File: src/rtl/msdfr_pkg.sv
// shared types, constants and decode functions for the mode s hex frame deframer
`default_nettype none
package msdfr_pkg;

    localparam int LINE_BUF_SIZE = 128;
    localparam int LPOS_W        = $clog2(LINE_BUF_SIZE);
    localparam int WIN_LEN       = 32;
    localparam int HEX_CHARS     = 28;
    localparam int MAX_BYTES     = HEX_CHARS / 2;
    localparam int IDX_W         = 4;
    localparam int CNT_W         = 4;
    localparam int FRAMES_W      = 32;
    localparam int FIFO_DEPTH    = 2;
    localparam int FIFO_PTR_W    = $clog2(FIFO_DEPTH);
    localparam int FIFO_CNT_W    = $clog2(FIFO_DEPTH + 1);
    localparam int OUT_TDATA_W   = 48;

    localparam logic [7:0] CH_STAR = 8'h2A;
    localparam logic [7:0] CH_SEMI = 8'h3B;
    localparam logic [7:0] CH_CR   = 8'h0D;
    localparam logic [7:0] CH_LF   = 8'h0A;
    localparam logic [7:0] CH_0    = 8'h30;
    localparam logic [7:0] CH_9    = 8'h39;
    localparam logic [7:0] CH_LA   = 8'h61;
    localparam logic [7:0] CH_LZ   = 8'h7A;
    localparam logic [7:0] CH_UA   = 8'h41;
    localparam logic [7:0] CH_SP   = 8'h20;
    localparam logic [7:0] CH_TILDE = 8'h7E;

    typedef struct packed {
        logic [MAX_BYTES-1:0][7:0] bytes;
        logic [CNT_W-1:0]          count;
        logic [FRAMES_W-1:0]       frames;
    } t_frame;

    function automatic logic is_kept(input logic [7:0] c);
        return ((c >= CH_SP) && (c <= CH_TILDE)) || (c == CH_CR) || (c == CH_LF);
    endfunction

    function automatic logic [7:0] nibble(input logic [7:0] c);
        logic [7:0] v;
        if ((c >= CH_0) && (c <= CH_9)) begin
            v = c - CH_0;
        end else if ((c >= CH_LA) && (c <= CH_LZ)) begin
            v = c - CH_LA + 8'd10;
        end else begin
            v = c - CH_UA + 8'd10;
        end
        return v;
    endfunction

    function automatic logic [7:0] decode_pair(input logic [7:0] h, input logic [7:0] l);
        logic [7:0] hv;
        hv = nibble(h);
        return {hv[3:0], 4'b0000} | nibble(l);
    endfunction

endpackage
`default_nettype wire

File: src/rtl/msdfr_front.sv
// front end: byte filter, character window, line position, frame detect and hex decode
`default_nettype none
module msdfr_front
    import msdfr_pkg::*;
(
    input  wire logic         i_clk,
    input  wire logic         i_rst_n,
    input  wire logic         i_valid,
    output logic              o_ready,
    input  wire logic [7:0]   i_data,
    input  wire logic         i_full,
    output logic              o_push,
    output t_frame            o_frame
);

    logic [7:0]          r_win [WIN_LEN];
    logic [7:0]          n_win [WIN_LEN];
    logic [LPOS_W-1:0]   r_pos;
    logic [LPOS_W-1:0]   n_pos;
    logic [FRAMES_W-1:0] r_frames;
    logic                acc;
    logic                detect;
    logic [CNT_W-1:0]    cnt;

    assign o_ready = !i_full;
    assign acc     = i_valid && o_ready && is_kept(i_data);

    always_comb begin
        for (int i = 0; i < WIN_LEN - 1; i++) begin
            n_win[i] = r_win[i+1];
        end
        n_win[WIN_LEN-1] = i_data;
    end

    assign detect = (r_pos >= LPOS_W'(WIN_LEN - 1)) &&
                    (n_win[0] == CH_STAR) && (n_win[WIN_LEN-3] == CH_SEMI) &&
                    (n_win[WIN_LEN-2] == CH_CR) && (n_win[WIN_LEN-1] == CH_LF);

    always_comb begin
        cnt = CNT_W'(MAX_BYTES);
        for (int k = MAX_BYTES - 1; k >= 0; k--) begin
            if (n_win[1+2*k] == CH_SEMI) begin
                cnt = CNT_W'(k);
            end
        end
    end

    always_comb begin
        for (int k = 0; k < MAX_BYTES; k++) begin
            o_frame.bytes[k] = decode_pair(n_win[1+2*k], n_win[2+2*k]);
        end
        o_frame.count  = cnt;
        o_frame.frames = r_frames + FRAMES_W'(1);
    end

    assign o_push = acc && detect && (cnt != '0);

    always_comb begin
        if ((i_data == CH_LF) || (r_pos == LPOS_W'(LINE_BUF_SIZE - 1))) begin
            n_pos = '0;
        end else begin
            n_pos = r_pos + LPOS_W'(1);
        end
    end

    always_ff @(posedge i_clk) begin
        if (!i_rst_n) begin
            for (int i = 0; i < WIN_LEN; i++) begin
                r_win[i] <= '0;
            end
            r_pos    <= '0;
            r_frames <= '0;
        end else if (acc) begin
            r_win <= n_win;
            r_pos <= n_pos;
            if (detect) begin
                r_frames <= r_frames + FRAMES_W'(1);
            end
        end
    end

endmodule
`default_nettype wire

File: src/rtl/msdfr_fifo.sv
// short queue of decoded frames between front and back
`default_nettype none
module msdfr_fifo
    import msdfr_pkg::*;
(
    input  wire logic   i_clk,
    input  wire logic   i_rst_n,
    input  wire logic   i_push,
    input  wire t_frame i_frame,
    output logic        o_full,
    input  wire logic   i_pop,
    output logic        o_valid,
    output t_frame      o_frame
);

    t_frame                r_mem [FIFO_DEPTH];
    logic [FIFO_PTR_W-1:0] r_wr;
    logic [FIFO_PTR_W-1:0] r_rd;
    logic [FIFO_CNT_W-1:0] r_cnt;
    logic                  do_push;
    logic                  do_pop;

    assign o_full  = (r_cnt == FIFO_CNT_W'(FIFO_DEPTH));
    assign o_valid = (r_cnt != '0);
    assign o_frame = r_mem[r_rd];
    assign do_push = i_push && !o_full;
    assign do_pop  = i_pop && o_valid;

    always_ff @(posedge i_clk) begin
        if (do_push) begin
            r_mem[r_wr] <= i_frame;
        end
    end

    always_ff @(posedge i_clk) begin
        if (!i_rst_n) begin
            r_wr  <= '0;
            r_rd  <= '0;
            r_cnt <= '0;
        end else begin
            if (do_push) begin
                r_wr <= (r_wr == FIFO_PTR_W'(FIFO_DEPTH - 1)) ? '0 : r_wr + FIFO_PTR_W'(1);
            end
            if (do_pop) begin
                r_rd <= (r_rd == FIFO_PTR_W'(FIFO_DEPTH - 1)) ? '0 : r_rd + FIFO_PTR_W'(1);
            end
            if (do_push && !do_pop) begin
                r_cnt <= r_cnt + FIFO_CNT_W'(1);
            end else if (do_pop && !do_push) begin
                r_cnt <= r_cnt - FIFO_CNT_W'(1);
            end
        end
    end

endmodule
`default_nettype wire

File: src/rtl/msdfr_back.sv
// back end: walks a decoded frame and sends one message byte per transaction
`default_nettype none
module msdfr_back
    import msdfr_pkg::*;
(
    input  wire logic                i_clk,
    input  wire logic                i_rst_n,
    input  wire logic                i_valid,
    input  wire t_frame              i_frame,
    output logic                     o_pop,
    output logic                     o_valid,
    input  wire logic                i_ready,
    output logic [7:0]               o_byte,
    output logic [IDX_W-1:0]         o_idx,
    output logic                     o_last,
    output logic [FRAMES_W-1:0]      o_frames
);

    t_frame           r_cur;
    logic             r_busy;
    logic [IDX_W-1:0] r_idx;
    logic             r_out_valid;
    logic [7:0]       r_out_byte;
    logic [IDX_W-1:0] r_out_idx;
    logic             r_out_last;
    logic [FRAMES_W-1:0] r_out_frames;
    logic             emit;
    logic             at_end;

    assign emit   = r_busy && (!r_out_valid || i_ready);
    assign at_end = (r_idx == (r_cur.count - CNT_W'(1)));
    assign o_pop  = i_valid && (!r_busy || (emit && at_end));

    always_ff @(posedge i_clk) begin
        if (o_pop) begin
            r_cur <= i_frame;
        end
        if (emit) begin
            r_out_byte   <= r_cur.bytes[r_idx];
            r_out_idx    <= r_idx;
            r_out_last   <= at_end;
            r_out_frames <= r_cur.frames;
        end
    end

    always_ff @(posedge i_clk) begin
        if (!i_rst_n) begin
            r_busy      <= 1'b0;
            r_idx       <= '0;
            r_out_valid <= 1'b0;
        end else begin
            if (emit) begin
                r_out_valid <= 1'b1;
            end else if (i_ready) begin
                r_out_valid <= 1'b0;
            end
            if (o_pop) begin
                r_busy <= 1'b1;
                r_idx  <= '0;
            end else if (emit) begin
                if (at_end) begin
                    r_busy <= 1'b0;
                end
                r_idx <= r_idx + IDX_W'(1);
            end
        end
    end

    assign o_valid  = r_out_valid;
    assign o_byte   = r_out_byte;
    assign o_idx    = r_out_idx;
    assign o_last   = r_out_last;
    assign o_frames = r_out_frames;

endmodule
`default_nettype wire

File: src/rtl/mode_s_hex_frame_deframer.sv
// top level of the mode s raw hex frame deframer
// Takes one received character per transaction and can accept one every cycle; bytes
// outside printable ascii, cr and lf are dropped. A frame line of the form '*', 28 hex
// characters, ';', cr, lf is decoded into up to 14 message bytes, stopping early at a ';'
// in a high-nibble place. Decoded frames wait in a two-frame queue and leave one byte per
// cycle on the output while m_axis_tready is high; input stalls whenever both queue slots
// are taken, whatever the next character is.
`default_nettype none
module mode_s_hex_frame_deframer
    import msdfr_pkg::*;
(
    input  wire logic                   i_clk,
    input  wire logic                   i_rst_n,
    input  wire logic                   s_axis_tvalid,
    output logic                        s_axis_tready,
    input  wire logic [7:0]             s_axis_tdata,   // rx_byte[7:0]
    output logic                        m_axis_tvalid,
    input  wire logic                   m_axis_tready,
    // msg_byte[7:0], byte_index[11:8], frames_seen[43:12], zero[47:44]
    output logic [OUT_TDATA_W-1:0]      m_axis_tdata,
    output logic                        m_axis_tlast
);

    logic                push;
    t_frame              push_frame;
    logic                full;
    logic                pop;
    logic                q_valid;
    t_frame              q_frame;
    logic [7:0]          out_byte;
    logic [IDX_W-1:0]    out_idx;
    logic [FRAMES_W-1:0] out_frames;

    msdfr_front u_front (
        .i_clk   (i_clk),
        .i_rst_n (i_rst_n),
        .i_valid (s_axis_tvalid),
        .o_ready (s_axis_tready),
        .i_data  (s_axis_tdata),
        .i_full  (full),
        .o_push  (push),
        .o_frame (push_frame)
    );

    msdfr_fifo u_fifo (
        .i_clk   (i_clk),
        .i_rst_n (i_rst_n),
        .i_push  (push),
        .i_frame (push_frame),
        .o_full  (full),
        .i_pop   (pop),
        .o_valid (q_valid),
        .o_frame (q_frame)
    );

    msdfr_back u_back (
        .i_clk    (i_clk),
        .i_rst_n  (i_rst_n),
        .i_valid  (q_valid),
        .i_frame  (q_frame),
        .o_pop    (pop),
        .o_valid  (m_axis_tvalid),
        .i_ready  (m_axis_tready),
        .o_byte   (out_byte),
        .o_idx    (out_idx),
        .o_last   (m_axis_tlast),
        .o_frames (out_frames)
    );

    assign m_axis_tdata = {4'b0000, out_frames, out_idx, out_byte};

endmodule
`default_nettype wire
File: config.mk
export PLATFORM = sky130hd
export DESIGN_NAME = mode_s_hex_frame_deframer
export DESIGN_NICKNAME = d
export VERILOG_FILES = /design/src/rtl/msdfr_pkg.sv /design/src/rtl/msdfr_front.sv /design/src/rtl/msdfr_fifo.sv /design/src/rtl/msdfr_back.sv /design/src/rtl/mode_s_hex_frame_deframer.sv
export SDC_FILE = /design/constraint.sdc
export NUM_CORES = 1
export LEC_CHECK = 0
export BUFFER_PORTS_ARGS = -buffer_cell sky130_fd_sc_hd__buf_2
export CAP_MARGIN = 20
export CORE_UTILIZATION = 55
export CTS_CLUSTER_SIZE = 30
export DETAILED_ROUTE_END_ITERATION = 8
export GPL_TIMING_DRIVEN = 0
export PLACE_DENSITY = 0.71
export SLEW_MARGIN = 40
export SYNTH_ARGS = -nofsm -noshare
export SYNTH_HDL_FRONTEND = slang
export SYNTH_HIERARCHICAL = 1
export SYNTH_SLANG_ARGS = --single-unit
File: constraint.sdc
create_clock -name i_clk -period 11.2 [get_ports i_clk]
set_input_delay 0.56 -clock i_clk [delete_from_list [all_inputs] [get_ports i_clk]]
set_output_delay 0.56 -clock i_clk [all_outputs]
set_load 0.02 [all_outputs]
==> impl_metrics.csv <==
group,metric,value,unit
yosys,yosys.area.top_type,"edfxtp_1",
final_layout,drive_gt1_frac,0.1219,
clock_tree,cts_inserted_buffers,81,
power,p_per_area,137.7,nW/um2
timing,final-setup-viol-count,0,
yosys,synthCells,3397,
clock_tree,clock_sinks,787,
routing,drcViolationCount,0,
floorplanning,num_rows,95,
hold_path,min_path_type,"in -> reg",
yosys,synth_flop_cell,"edfxtp_1",
critical_path,slowest_delay,700,ps
floorplanning,core,67400,um2
critical_path,path_cells,"nand2b_1, inv_1, nor2_1, nand2_1, a21oi_2, clkbuf_1, buf_1, and3_1, inv_1, nor3_4, buf_8, buf_6, buf_6, buf_4",
global_route,track_usage,0.2381,
critical_path,cp_max_fo,12,
routing,vias_per_cell,5.713,
timing,fmax,203.5,MHz
yosys,synth-edff-count,489,
power,p_leak,13.96,nW
critical_path,start_kind,"flop",
timing,finalClockSkew,31.45,ps
power,ir_drop,0.1137,mV
clock_tree,cts_buffer_depth,3,
critical_path,required,11520,ps
yosys,synth_top_cell_area_share,0.3910,
placed_design,gp_congestion,0.8936,
global_route,grt_pass1_wl,131.6,mm
clock_tree,clock_latency,630,ps
yosys,syn_avg_cell_area,11.06,um2
routing,ant_nets,0,
floorplanning,initial_core_util,0.5573,
yosys,synth_cell_types,77,
routing,vias,25750,
outcome,status,"completed",
timing,relSlewSlack,0.4071,
routing,first_pass_iters,8,
floorplanning,die_h,263.3,um
final_layout,layout_commonest_cell,"nand2_1",
global_route,grt_overflow,0,
floorplanning,dieArea,69330,um2
yosys,async_reset_ff_frac,0,
timing,hold_viol,0,
timing,worst_pin_slew,881.8,ps
critical_path,critPathSlowestCell,"clkbuf_1",
yosys,ys_ff_latch,787,
final_layout,mostFrequentLayoutCells,"nand2_1, edfxtp_1, dfxtp_1",
final_layout,area_growth,11.83,%
routing,drtIter0Drc,2045,
clock_tree,cts_hold_buf,0,
clock_tree,cts_tree,"built",
timing,timing.final.crit_period,4914,ps
yosys,yosysWarnings,6,
floorplanning,die_w,263.3,um
timing,fin_ws,6286,ps
placed_design,dp_slack,6168,ps
critical_path,endpoint_kind,"flop",
global_route,grt_start_max_net_pins,42,
final_layout,final_nets,3730,
routing,routedWlPerCell,18.56,um
floorplanning,ioPinCount,63,
critical_path,worstSetupPathType,"reg -> reg",
clock_tree,clk_pin_slew,60,ps
clock_tree,cts_root_buffer,"clkbuf_16",
critical_path,crit_arrival,5230,ps
clock_tree,post_cts_resized,0,
clock_tree,htree_levels,3,
timing,rsz0062_at_grt,"no",
yosys,yosysSeqAreaShare,0.5498,
placed_design,port_buffers,58,
timing,maxSlewViolCount,0,
placed_design,dpl_cell_area,39350,um2
final_layout,final_area,42000,um2
timing,post-route-period-util,0.4387,
yosys,synthTopCellsByArea,"edfxtp_1, dfxtp_1, nand2_1, ha_1, a21boi_0",
clock_tree,cts_setup_buffers,0,
routing,routed_wl,83.63,mm
critical_path,reg2reg_slack,6290,ps
yosys,syn_area,37560,um2
global_route,grt_pass1_vias,24693,
run,maxCapViolations,0,
placed_design,dpl.hpwl,59.29,mm
global_route,antenna_found_initial,1,
## metal layers
metal  share of wire  vias to the layer above  track usage
met5         0.00016                        -            0
met4           0.029                        2      0.07824
met3           0.065                      146      0.04013
met2            0.48                      801       0.3940
met1            0.43                    12458       0.3187
li1                -                    12343            -
## critical path: cells and delay by family, from the launching register on
kind	cells	cell delay [ps]
AO/OA/AOI/OAI	1	660
buffers and inverters	8	2260
flip-flops	1	430
AND/OR/NAND/NOR	5	1250
## layout make-up
| cell class | count | area (um2) |
|---|---|---|
| timing repair buffer | 82 | 639.4 |
| clock inverter | 42 | 406.6 |
| inverter | 132 | 498.0 |
| buffer | 195 | 928.4 |
| sequential | 787 | 20650 |
| multi-input combinational | 2286 | 15570 |
| tap | 873 | 1092 |
| fill | 5198 | 25400 |
| antenna | 1 | 2.502 |
| clock buffer | 109 | 2211 |
## synth_stat cells, types with 31 or more instances
library cell  number
nor3_1            31
clkbuf_1         157
edfxtp_1         489
dfxtp_1          298
ha_1             153
nand2_1          641
o21ai_0          111
nand3_1           64
xnor2_1          140
a21boi_0         252
nor2_1           117
mux2_2           148
nor2b_1           46
inv_1            132
a21oi_1           88
and2_1            44
## stage by stage
step	power [mW]	TNS [ps]	utilization	cells	hold slack, ps
2_1_floorplan	3.161	0	-	3400	400.3
3_5_place_dp	3.190	0	0.5838	4355	404.5
5_1_grt	5.955	0	0.6231	4506	215.0
6_report	5.785	0	0.6232	4507	224.5
4_1_cts	5.843	0	0.6227	4506	194.7
3_3_place_gp	3.187	-333970	0.5779	4331	402.2
## report_power, final
group / switching [mW] / internal (mW)
combinational: 0.0600 / 0.0231
clock: 1.12 / 1.54
sequential: 0.00184 / 3.04
## cells by family after synthesis
family          after synthesis  synth area share
buf+inv                     327           0.03771
other cells                   1        0.00009985
simple gates               1116            0.1397
fa+ha+maj                   153           0.05097
compound gates              649            0.1188
flops                       787            0.5498
mux                         195           0.06333
xor+xnor                    169           0.03961
## registers in the layout (all words and copies together) (netlist names), 2 cells and up, named ones only
register	count
u_fifo/r_mem	296
u_front/n_win	248
u_back/r_cur	148
u_back/o_frames	32
u_front/r_frames	32
u_back/o_byte	8
u_front/r_pos	7
u_back/o_idx	4
u_back/r_idx	4
u_fifo/r_cnt	2
## path summary, 6_finish.rpt
kind | from | endpoint | depth (start not counted)
setup / recovery | u_fifo/r_cnt[0]$_SDFFE_PN0P_ | u_fifo/r_mem[0][123]$_DFFE_PP_ | 14
hold / removal | s_axis_tdata[3] | u_front/n_win[11]$_SDFFE_PN0P_ | 3
setup reg to reg | u_fifo/r_cnt[0]$_SDFFE_PN0P_ | u_fifo/r_mem[0][123]$_DFFE_PP_ | 14
hold reg to reg | u_back/r_cur[16]$_DFFE_PP_ | u_back/o_frames[16]$_DFFE_PP_ | 0
(Power assumes the default switching activity.)
